File: src/rtl/hcbd_pkg.sv
// ----------------------------------------------------------------------------
// hcbd_pkg
// Types, constants and helper functions shared by the chunked body decoder.
// ----------------------------------------------------------------------------
package hcbd_pkg;

  // length counters, size accumulator and running total
  localparam int LEN_BITS = 24;

  localparam int BODY_LIMIT_W = 24;
  localparam int LINE_LIMIT_W = 16;
  localparam int CFG_DATA_W   = 24;
  localparam int CFG_ADDR_W   = 1;

  // size + total compare width, wide enough for the sum and for body_limit
  localparam int CMP_W = (LEN_BITS + 2 > BODY_LIMIT_W + 1) ? LEN_BITS + 2 : BODY_LIMIT_W + 1;

  localparam logic [BODY_LIMIT_W-1:0] BODY_LIMIT_RST = BODY_LIMIT_W'(10 * 1024 * 1024);
  localparam logic [LINE_LIMIT_W-1:0] LINE_LIMIT_RST = LINE_LIMIT_W'(16 * 1024);

  // saturation value of the size accumulator
  localparam logic [LEN_BITS:0] LEN_CAP = {1'b1, {LEN_BITS{1'b0}}};

  localparam logic [CFG_ADDR_W-1:0] REG_BODY_LIMIT = CFG_ADDR_W'(0);
  localparam logic [CFG_ADDR_W-1:0] REG_LINE_LIMIT = CFG_ADDR_W'(1);

  localparam logic [7:0] CHR_CR  = 8'h0D;
  localparam logic [7:0] CHR_LF  = 8'h0A;
  localparam logic [7:0] CHR_SP  = 8'h20;
  localparam logic [7:0] CHR_TAB = 8'h09;

  typedef enum logic [2:0] {
    PH_SIZE  = 3'd0,
    PH_DATA  = 3'd1,
    PH_DCR   = 3'd2,
    PH_DLF   = 3'd3,
    PH_TRAIL = 3'd4
  } phase_e;

  typedef enum logic [1:0] {
    DG_NONE    = 2'd0,
    DG_DIGITS  = 2'd1,
    DG_AFTER   = 2'd2,
    DG_INVALID = 2'd3
  } digit_e;

  typedef enum logic [1:0] {
    ST_RUN = 2'd0,
    ST_OK  = 2'd1,
    ST_BAD = 2'd2,
    ST_BIG = 2'd3
  } status_e;

  typedef struct packed {
    digit_e          dp;
    logic [LEN_BITS:0] accum;
  } sizer_t;

  typedef struct packed {
    phase_e                  phase;
    digit_e                  dp;
    logic                    pending_cr;
    logic [LEN_BITS:0]       accum;
    logic [LEN_BITS-1:0]     bytes_left;
    logic [LEN_BITS-1:0]     total;
    logic [LINE_LIMIT_W-1:0] line_len;
    status_e                 status;
  } dec_state_t;

  typedef struct packed {
    logic [7:0] body_byte;
    logic       body_valid;
    status_e    status;
  } dec_result_t;

  // {is_hex, value}
  function automatic logic [4:0] hex_decode(input logic [7:0] b);
    logic [4:0] r;
    r = 5'b0;
    if (b >= 8'h30 && b <= 8'h39) begin
      r = {1'b1, 4'(b - 8'h30)};
    end else if (b >= 8'h61 && b <= 8'h66) begin
      r = {1'b1, 4'(b - 8'h57)};
    end else if (b >= 8'h41 && b <= 8'h46) begin
      r = {1'b1, 4'(b - 8'h37)};
    end
    return r;
  endfunction

  // one text byte of a size line
  function automatic sizer_t size_char(input sizer_t s, input logic [7:0] b);
    sizer_t            r;
    logic [4:0]        h;
    logic [LEN_BITS+4:0] v;
    r = s;
    h = hex_decode(b);
    v = {s.accum, 4'b0000} + (LEN_BITS+5)'(h[3:0]);
    unique case (s.dp)
      DG_NONE: begin
        if (b == CHR_SP || b == CHR_TAB) begin
          r = s;
        end else if (h[4]) begin
          r.accum = (LEN_BITS+1)'(h[3:0]);
          r.dp    = DG_DIGITS;
        end else begin
          r.dp = DG_INVALID;
        end
      end
      DG_DIGITS: begin
        if (h[4]) begin
          r.accum = (v > {4'b0000, LEN_CAP}) ? LEN_CAP : v[LEN_BITS:0];
        end else begin
          r.dp = DG_AFTER;
        end
      end
      default: r = s;
    endcase
    return r;
  endfunction

endpackage

File: src/rtl/http_chunked_body_decoder.sv
// ----------------------------------------------------------------------------
// http_chunked_body_decoder
// Decodes an HTTP/1.1 chunked body, one stream byte per transfer.
// ----------------------------------------------------------------------------
// Every input transfer carries one byte of the chunked stream and yields
// exactly one output transfer, in the cycle after acceptance, carrying the
// payload byte (flagged in tuser when it is chunk data) and the status:
// in progress, done, bad request or payload too large. Errors and done are
// sticky until reset. A new byte is accepted in every cycle; the only limit
// on throughput is the single output register, which frees when the
// downstream side takes its transfer. Configuration writes apply at once and
// are meant to happen while no transfer is in flight.
module http_chunked_body_decoder import hcbd_pkg::*; (
  input  logic                  clk_i,
  input  logic                  rst_ni,
  // config write port
  input  logic                  cfg_we_i,
  input  logic [CFG_ADDR_W-1:0] cfg_addr_i,
  input  logic [CFG_DATA_W-1:0] cfg_wdata_i,
  // stream in
  input  logic                  s_axis_tvalid,
  output logic                  s_axis_tready,
  input  logic [7:0]            s_axis_tdata,   // [7:0] data_byte
  input  logic                  s_axis_tuser,   // [0] stream_closed
  // stream out
  output logic                  m_axis_tvalid,
  input  logic                  m_axis_tready,
  output logic [15:0]           m_axis_tdata,   // [7:0] body_byte, [9:8] status
  output logic                  m_axis_tuser    // [0] body_valid
);

  logic [BODY_LIMIT_W-1:0] body_limit_q;
  logic [LINE_LIMIT_W-1:0] line_limit_q;
  dec_state_t              state_q, state_d;
  dec_result_t             res_d, res_q;
  logic                    out_valid_q;
  logic                    s_fire;

  assign s_axis_tready = !out_valid_q || m_axis_tready;
  assign s_fire        = s_axis_tvalid && s_axis_tready;

  hcbd_step u_step (
    .cur_i           (state_q),
    .data_byte_i     (s_axis_tdata),
    .stream_closed_i (s_axis_tuser),
    .body_limit_i    (body_limit_q),
    .line_limit_i    (line_limit_q),
    .nxt_o           (state_d),
    .res_o           (res_d)
  );

  always_ff @(posedge clk_i or negedge rst_ni) begin
    if (!rst_ni) begin
      body_limit_q <= BODY_LIMIT_RST;
      line_limit_q <= LINE_LIMIT_RST;
    end else if (cfg_we_i) begin
      unique case (cfg_addr_i)
        REG_BODY_LIMIT: body_limit_q <= BODY_LIMIT_W'(cfg_wdata_i);
        REG_LINE_LIMIT: line_limit_q <= cfg_wdata_i[LINE_LIMIT_W-1:0];
        default: ;
      endcase
    end
  end

  always_ff @(posedge clk_i or negedge rst_ni) begin
    if (!rst_ni) begin
      state_q <= '{phase: PH_SIZE, dp: DG_NONE, pending_cr: 1'b0, accum: '0,
                   bytes_left: '0, total: '0, line_len: '0, status: ST_RUN};
      out_valid_q <= 1'b0;
    end else begin
      if (s_fire) begin
        state_q     <= state_d;
        out_valid_q <= 1'b1;
      end else if (m_axis_tready) begin
        out_valid_q <= 1'b0;
      end
    end
  end

  // result payload, no reset needed
  always_ff @(posedge clk_i) begin
    if (s_fire) res_q <= res_d;
  end

  assign m_axis_tvalid = out_valid_q;
  assign m_axis_tdata  = {6'b000000, res_q.status, res_q.body_byte};
  assign m_axis_tuser  = res_q.body_valid;

  // final status never changes once reached
  a_status_sticky: assert property (@(posedge clk_i) disable iff (!rst_ni)
    (state_q.status != ST_RUN) |=> (state_q.status == $past(state_q.status)))
    else $error("final status changed");

  // payload bytes only while decoding is in progress
  a_payload_running: assert property (@(posedge clk_i) disable iff (!rst_ni)
    (out_valid_q && res_q.body_valid) |-> (res_q.status == ST_RUN))
    else $error("payload transfer with final status");

  // data phase always has bytes left to pass
  a_data_count: assert property (@(posedge clk_i) disable iff (!rst_ni)
    (state_q.phase == PH_DATA) |-> (state_q.bytes_left != '0))
    else $error("data phase with zero byte count");

  // after completion no further payload leaves
  a_no_payload_after_end: assert property (@(posedge clk_i) disable iff (!rst_ni)
    (s_fire && state_q.status != ST_RUN) |=> !res_q.body_valid)
    else $error("payload after final status");

endmodule

File: src/rtl/hcbd_step.sv
// ----------------------------------------------------------------------------
// hcbd_step
// Single-pass update of the decoder state for one received byte, and the
// result that byte produces.
// ----------------------------------------------------------------------------
module hcbd_step import hcbd_pkg::*; (
  input  dec_state_t              cur_i,
  input  logic [7:0]              data_byte_i,
  input  logic                    stream_closed_i,
  input  logic [BODY_LIMIT_W-1:0] body_limit_i,
  input  logic [LINE_LIMIT_W-1:0] line_limit_i,
  output dec_state_t              nxt_o,
  output dec_result_t             res_o
);

  logic [CMP_W-1:0] sum_total;
  logic             too_big;

  assign sum_total = CMP_W'(cur_i.total) + CMP_W'(cur_i.accum);
  assign too_big   = (cur_i.accum >= LEN_CAP) ||
                     (sum_total > CMP_W'(body_limit_i)) ||
                     (sum_total >= CMP_W'(LEN_CAP));

  // next state
  always_comb begin
    sizer_t sc1;
    sizer_t sc2;
    nxt_o = cur_i;
    sc1   = '{dp: cur_i.dp, accum: cur_i.accum};
    sc2   = sc1;
    if (cur_i.status == ST_RUN) begin
      if (stream_closed_i) begin
        nxt_o.status = ST_BAD;
      end else begin
        unique case (cur_i.phase)
          PH_DATA: begin
            nxt_o.total      = cur_i.total + LEN_BITS'(1);
            nxt_o.bytes_left = (cur_i.bytes_left != '0) ?
                               cur_i.bytes_left - LEN_BITS'(1) : '0;
            if (cur_i.bytes_left <= LEN_BITS'(1)) begin
              nxt_o.phase = PH_DCR;
            end
          end
          PH_DCR: begin
            if (data_byte_i == CHR_CR) nxt_o.phase = PH_DLF;
            else nxt_o.status = ST_BAD;
          end
          PH_DLF: begin
            if (data_byte_i == CHR_LF) begin
              nxt_o.phase      = PH_SIZE;
              nxt_o.line_len   = '0;
              nxt_o.dp         = DG_NONE;
              nxt_o.accum      = '0;
              nxt_o.pending_cr = 1'b0;
            end else begin
              nxt_o.status = ST_BAD;
            end
          end
          PH_SIZE, PH_TRAIL: begin
            if (cur_i.pending_cr && data_byte_i == CHR_LF) begin
              // end of line
              nxt_o.pending_cr = 1'b0;
              if (cur_i.phase == PH_TRAIL) begin
                if (cur_i.line_len == LINE_LIMIT_W'(1)) nxt_o.status = ST_OK;
                nxt_o.line_len = '0;
                nxt_o.dp       = DG_NONE;
                nxt_o.accum    = '0;
              end else if (cur_i.dp == DG_NONE || cur_i.dp == DG_INVALID) begin
                nxt_o.status = ST_BAD;
              end else if (cur_i.accum == '0) begin
                nxt_o.phase    = PH_TRAIL;
                nxt_o.line_len = '0;
                nxt_o.dp       = DG_NONE;
              end else if (too_big) begin
                nxt_o.status = ST_BIG;
              end else begin
                nxt_o.bytes_left = cur_i.accum[LEN_BITS-1:0];
                nxt_o.phase      = PH_DATA;
                nxt_o.line_len   = '0;
                nxt_o.dp         = DG_NONE;
                nxt_o.accum      = '0;
              end
            end else begin
              // a lone cr counts as a text byte of a size line
              if (cur_i.pending_cr && cur_i.phase == PH_SIZE) begin
                sc1 = size_char(sc1, CHR_CR);
              end
              nxt_o.pending_cr = 1'b0;
              sc2 = sc1;
              if (cur_i.line_len >= line_limit_i) begin
                nxt_o.status = ST_BAD;
              end else begin
                nxt_o.line_len = cur_i.line_len + LINE_LIMIT_W'(1);
                if (data_byte_i == CHR_CR) begin
                  nxt_o.pending_cr = 1'b1;
                end else if (cur_i.phase == PH_SIZE) begin
                  sc2 = size_char(sc1, data_byte_i);
                end
              end
              nxt_o.dp    = sc2.dp;
              nxt_o.accum = sc2.accum;
            end
          end
          default: nxt_o.status = ST_BAD;
        endcase
      end
    end
  end

  // result
  always_comb begin
    res_o.body_valid = (cur_i.status == ST_RUN) && !stream_closed_i &&
                       (cur_i.phase == PH_DATA);
    res_o.body_byte  = res_o.body_valid ? data_byte_i : 8'h00;
    res_o.status     = nxt_o.status;
  end

endmodule
File: config.mk
export PLATFORM = sky130hd
export DESIGN_NAME = http_chunked_body_decoder
export DESIGN_NICKNAME = d
export VERILOG_FILES = /design/src/rtl/hcbd_pkg.sv /design/src/rtl/http_chunked_body_decoder.sv /design/src/rtl/hcbd_step.sv
export SDC_FILE = /design/constraint.sdc
export NUM_CORES = 1
export LEC_CHECK = 0
export BUFFER_PORTS_ARGS = -buffer_cell sky130_fd_sc_hd__buf_4
export CAP_MARGIN = 20
export CORE_MARGIN = 2
export CORE_UTILIZATION = 30
export CTS_CLUSTER_DIAMETER = 50
export CTS_CLUSTER_SIZE = 30
export DETAILED_ROUTE_END_ITERATION = 10
export PLACE_DENSITY = 0.58
export SYNTH_ARGS = -nofsm -noshare
export SYNTH_HDL_FRONTEND = slang
export SYNTH_SLANG_ARGS = --single-unit
export TNS_END_PERCENT = 5
File: constraint.sdc
create_clock -name clk_i -period 4.75 [get_ports clk_i]
set_input_delay 0.2375 -clock clk_i [delete_from_list [all_inputs] [get_ports clk_i]]
set_output_delay 0.2375 -clock clk_i [all_outputs]
set_load 0.02 [all_outputs]
After elaboration in Yosys (flattened, before gate mapping):

Cells that the tools add are included.

* output and inout port bits: 19
* word-level logic and storage cells: 165
* bits in registers: 149

* bitwise gates (word level): 2
* eq/ne operators: 26
* muxes and demuxes: 68
* order comparisons: 12
* $add $sub $neg: 8
* reduce and logical (&&, ||, !) cells: 35

Operators by type and width (count)
* $mux 27: 9
* $mux 49: 3
* $mux 25: 4
* $mux 16: 5
* $mux 24: 3
* $mux 5: 13
* $pmux 28 s2: 1
* $pmux 27 s2: 1
* $pmux 24 s2: 1
* $mux 18: 2
* $pmux 16 s2: 1
* $mux 31: 1
* $add 29x4->29: 1
* $gt 29x25->1 const B: 1
* $mux 28: 1
* $add 24x25->26: 1
* $ge 26x25->1 const B: 1
* $gt 26x24->1: 1
* $ge 25x25->1 const B: 1
* $logic_not 25->1: 1
* $add 24x1->24 const B: 1
* $eq 8x4->1 const B: 3
* $le 24x1->1 const B: 1
* $mux 2: 12
* 44 further kinds: 82

Longest topological paths before layout:

* word-level depth: 22
* mapped depth: 24

Hierarchy:

A second synthesis with hierarchy kept.

* cells, all modules: 1220
* area, all modules: 11461.0 sq um

By module, submodules not included
* hcbd_step: instances 1, cells an instance 907, area each 5874.4 sq um, seq. area each 0.0 sq um
* http_chunked_body_decoder: instances 1, cells an instance 313, area each 5586.6 sq um, seq. area each 3787.4 sq um

Least setup slack after synthesis:

OpenSTA, ideal clock, no wires.

* path kind: register to register
* from: reg state_q[18] (netlist name)
* to: reg state_q[11] (netlist name)
* slack: 0.299 ns
* buffers on the path: 1
* clock period less this slack: 4.451 ns
* arrival: 4.374 ns
* cell stages (with the launch flop): 24
* required time: 4.672 ns
* setup time: 0.078 ns
* cells stage by stage: dfrtp_1 -> ha_1 -> inv_1 -> fa_1 -> nand2b_1 -> a21oi_1 -> o221a_4 -> a21o_1 -> nand2_1 -> o21ai_0 -> a21o_1 -> a21oi_1 -> xnor2_1 -> ha_1 -> nand4_1 -> nor2_1 -> and4_1 -> o211ai_1 -> o21bai_1 -> a21oi_2 -> or2_1 -> buf_6 -> or3_1 -> a21oi_1

* longest elaborated chain between the ends: 6
* elaborated cells between the ends (all ways): 7
* classes of those cells: add/sub (1); order compare (2); eq/ne (1); reduce/logical (3)

RTL lines
* start: declaration: line http_chunked_body_decoder.sv:34 `dec_state_t state_q, state_d;`
* start signal: assignment: line http_chunked_body_decoder.sv:67 `state_q <= '{phase: PH_SIZE, dp: DG_NONE, pending_cr: 1'b0, accum: '0,`
* start signal: assignment: line http_chunked_body_decoder.sv:72 `state_q <= state_d;`
* $add 24x25->26 *: line hcbd_step.sv:19 `assign sum_total = CMP_W'(cur_i.total) + CMP_W'(cur_i.accum);`
* $gt 26x24->1: line hcbd_step.sv:21 `(sum_total > CMP_W'(body_limit_i)) ||`
* $logic_or 1x1->1: line hcbd_step.sv:20 `assign too_big = (cur_i.accum >= LEN_CAP) ||`
* $logic_or 1x1->1 *: line hcbd_step.sv:21
* $ne 5x5->1 (no line) *
* $reduce_and 8->1 (no line) *

Every way passes the cells marked *; elsewhere a longest branch is shown, timed or not.
A chain may end at the register's enable or synchronous reset.

Final worst setup path:

* from: reg state_q[21] (netlist name)
* to: reg state_q[42] (netlist name)

* longest elaborated chain between the ends: 6
* elaborated cells between the ends (all ways): 7
* classes of those cells: add/sub (1); order compare (2); eq/ne (1); reduce/logical (3)

RTL lines (line)
* $add 24x25->26 *: hcbd_step.sv:19
* $gt 26x24->1: hcbd_step.sv:21
* $logic_or 1x1->1: hcbd_step.sv:20
* $logic_or 1x1->1 *: hcbd_step.sv:21
* $ne 2x2->1 (no line) *
* $reduce_and 9->1 (no line) *

Marks and branches as above.

==> metrics.txt <==
Setup Crit Path Kind=reg2reg; number of global-route vias before repair=7505; Overflow after GRT=0; Reg2Reg Depth=22; CTS tree=done; Inst Count DP=1509; # DRC=0; Max Slew Vio Count=0; RD Place Congestion=0.8105; worst r2r dst=state_q[42]; Worst-Margin Slew=1066 ps; CTS max path bufs=2; CTS Buf Count=17; leading area contributor after synthesis=dfrtp_1; top_reg_cell synth=dfrtp_1; Critical Path Source Type=register; CP max-delay cell=dfrtp_2; worst hold path type=in2reg; total of max-cap violations=0; worst hold stages=3; Post-synth EDFFs=11; H-Tree Depth=4; Clock transition at path regs=60 ps; final setup violation count=0; layout cells sized above 1=0.1822; ANT nets after route=0; initial antenna violation count=0; top fanout value on the critical path=12; DIE HEIGHT=180.7 um; Int Power=2.294 mW; fmax=223.7 MHz; DRT iter0 DRCs=671; die width=180.7 um; YS warnings=0; Power Density=271.0 nW/um^2; post-synth top area share=0.3606; Slew headroom=0.2876; crit path DAT=4780 ps; asr flop ratio synth=0.9262; status=complete, no violations; Hold Vio Cnt, Final=0; mapped cell area=9368 sq um; Clock power frac=0.449; post-DR wirelength/cell=15.69 um; sw power=0.7883 mW; via count=7942; die area=32660 sq um; Synth Area per Inst=8.930 sq um; io pins=58; root buffer cell=clkbuf_16; Final Instance Count excl. Fillers=1554; Critical Path Sink Type=register; Clock Sinks=149; via density per instance=5.111; Comb pwr share=0.100; Simple-Gate Fraction of Synth Area=0.1902; r2r startpoint=state_q[21]; DP HPWL=17770 um; Synth cell types=71; Worst EP required=5060 ps; Pre-antenna DRT Iters=5; switch share=0.2557; adder-cell area share of the yosys netlist=0.1036; clk_lat worst skew=430 ps; CP max stage delay=450 ps; compound-gate portion of the synthesized area=0.1854; Seq pwr share=0.451; Area Overhead vs Synth=21.41%; post-synthesis mux area share=0.02377; top cells by area, synth=dfrtp_1 36%, ha_1 10%, o21ai_0 6.1%, nand2_1 5.1%, a21oi_1 3.6%; Pwr Total=3.083 mW; Layout Skew=15.79 ps; Initial Util=0.3054; All-Layer GR Usage=0.1475; PortBufs=51; FF+latch count, synth=149; largest family of logic cells by synthesized area=simple AND/OR/NAND/NOR gates; Post-Route WL=24380 um; worst vdd ir=209.6 uV; Final nets=1261; CP dominant cell by count=o211ai_1; final hold slack=11.40 ps; worst path cell trace=ha_4 > o211ai_1 > o211ai_1 > nand4_1 > o211ai_1 > a21o_1 > and4_4 > nor2_1 > a211o_1 > xnor2_1 > ha_1 > a2111oi_1 > o21ai_0 > o21ai_0 > o211ai_1 > nor3_1 > o21a_2 > buf_4 > a21oi_4 > clkbuf_16 > a221oi_1 > a21oi_1; Post-Synth XOR/XNOR Area=0.04675; r2r setup slk=280 ps; Hold Crit Endpoint=body_limit_q[20]; cells after synthesis=1049; Core Footprint=30670 sq um; largest net degree at the start of global routing=58; Leakage=5.143 nW; # diodes=0; Seq/Total Area, Yosys=0.4043; Row Count=64; Worst Hold Launch=cfg_wdata_i[20]; first-pass GRT wire length=39410 um; final period utilization=0.9412; Final Critical Period=4471 ps
cells by family (layout without fill, tap and decap cells):
logic type,Yosys count,in the layout
simple gates,363,363
compound gates,284,284
flops,149,149
buf+inv,105,209
fa+ha+maj,77,77
xor+xnor,50,50
mux,20,20
other cells,1,6
worst max path at each step:
stage | start | depth (start not counted) | end
after detailed placement | state_q[66] | 24 | state_q[58]
after global placement | state_q[19] | 21 | state_q[58]
final | state_q[21] | 22 | state_q[42]
after global routing | state_q[30] | 22 | state_q[53]
after floorplan | state_q[18] | 23 | state_q[11]
after CTS | state_q[66] | 24 | state_q[58]
cell type report:
cell class	count	area, sq um
tap	396	495.5
fill	3098	19300
timing repair buffer	110	892.1
inverter	67	251.5
clock inverter	11	123.9
clock buffer	21	471.7
sequential	149	3791
multi-input combinational	800	5348
routing by layer:
metal | part of all wire | up-vias | global-route usage | routed length [um]
li1 | - | 3933 | - | -
met1 | 0.48 | 3851 | 0.2053 | 11810
met2 | 0.47 | 143 | 0.2379 | 11480
met3 | 0.034 | 15 | 0.02762 | 839
met4 | 0.0098 | 0 | 0.03323 | 240
met5 | 0 | - | 0 | 0
stage by stage:
stage / setup slack (ps) / setup TNS (ps) / cell area [sq um] / util
6_report: 279.5 / 0 / 11370 / 0.3708
5_1_grt: -85.56 / -2339 / 11370 / 0.3708
4_1_cts: 10.26 / 0 / 11080 / 0.3612
3_5_place_dp: 39.19 / 0 / 10470 / 0.3415
3_3_place_gp: 92.09 / 0 / 10470 / 0.3415
2_1_floorplan: 298.6 / 0 / 9387 / -
critical path: cells and delay by family (launching register included):
kind	cells	cell delay, ps
AO/OA/AOI/OAI	13	2290
AND/OR/NAND/NOR	4	600
adder cells (fa/ha/maj)	2	520
flip-flops	1	450
buffers and inverters	2	360
XOR/XNOR	1	130
cell usage after synthesis (6+ instances only):
library cell  instances
buf_4                 6
nor2_1               70
clkbuf_1             29
xor2_1               12
nor3_1               27
o31ai_1               7
edfxtp_1             11
a32oi_1               6
o21bai_1              6
nand3_1              24
mux2_2               18
inv_1                67
o21ai_0             115
ha_1                 76
o21a_1                7
nor4_1               17
dfrtp_1             135
a22oi_1              10
nand4_1              16
a21oi_1              68
a211oi_1              8
o211ai_1              7
and3_1               15
nand2b_1             17
xnor2_1              38
nand2_1             128
or3_1                 8
a21o_1               11
and2_1               14
cells in the final DEF (no fill, tap or decap), types with 12 or more instances in the layout:
cell type	Yosys	layout
nor4_1	17	14
inv_1	67	67
nor3_1	27	25
nor2_1	70	68
a21oi_1	68	62
o21ai_0	115	111
nand4_1	16	16
xnor2_1	38	38
and2_1	14	14
and3_1	15	15
nand3_1	24	23
ha_1	76	70
nand2_1	128	128
buf_4	6	104
nand2b_1	17	16
dfrtp_1	135	132
clkbuf_16	0	20
mux2_2	18	18
xor2_1	12	12
flip-flops by register name, summed over array words and instances, names as in the netlist:
name and flops:
body_limit_q 24, line_limit_q 16, m_axis_tdata 10, m_axis_tuser 1, m_axis_tvalid 1, state_q 97
repair_timing:
action | 4_1_cts | 5_1_grt
buffers inserted | 0 | 10
gates resized for setup | 0 | 37
hold endpoints to repair | 52 | 0
hold buffers | 1 | 0
setup endpoints to repair | 0 | 72
power groups by stage:
stage,Clock [mW],Combinational [mW],Sequential [mW]
6_report,1.38,0.310,1.39
5_1_grt,1.46,0.357,1.40
4_1_cts,1.41,0.307,1.39
3_5_place_dp,0,0.305,1.41
3_3_place_gp,0,0.296,1.41
2_1_floorplan,0,0.185,1.40
No activity file was read; power rests on OpenSTA's default activity.
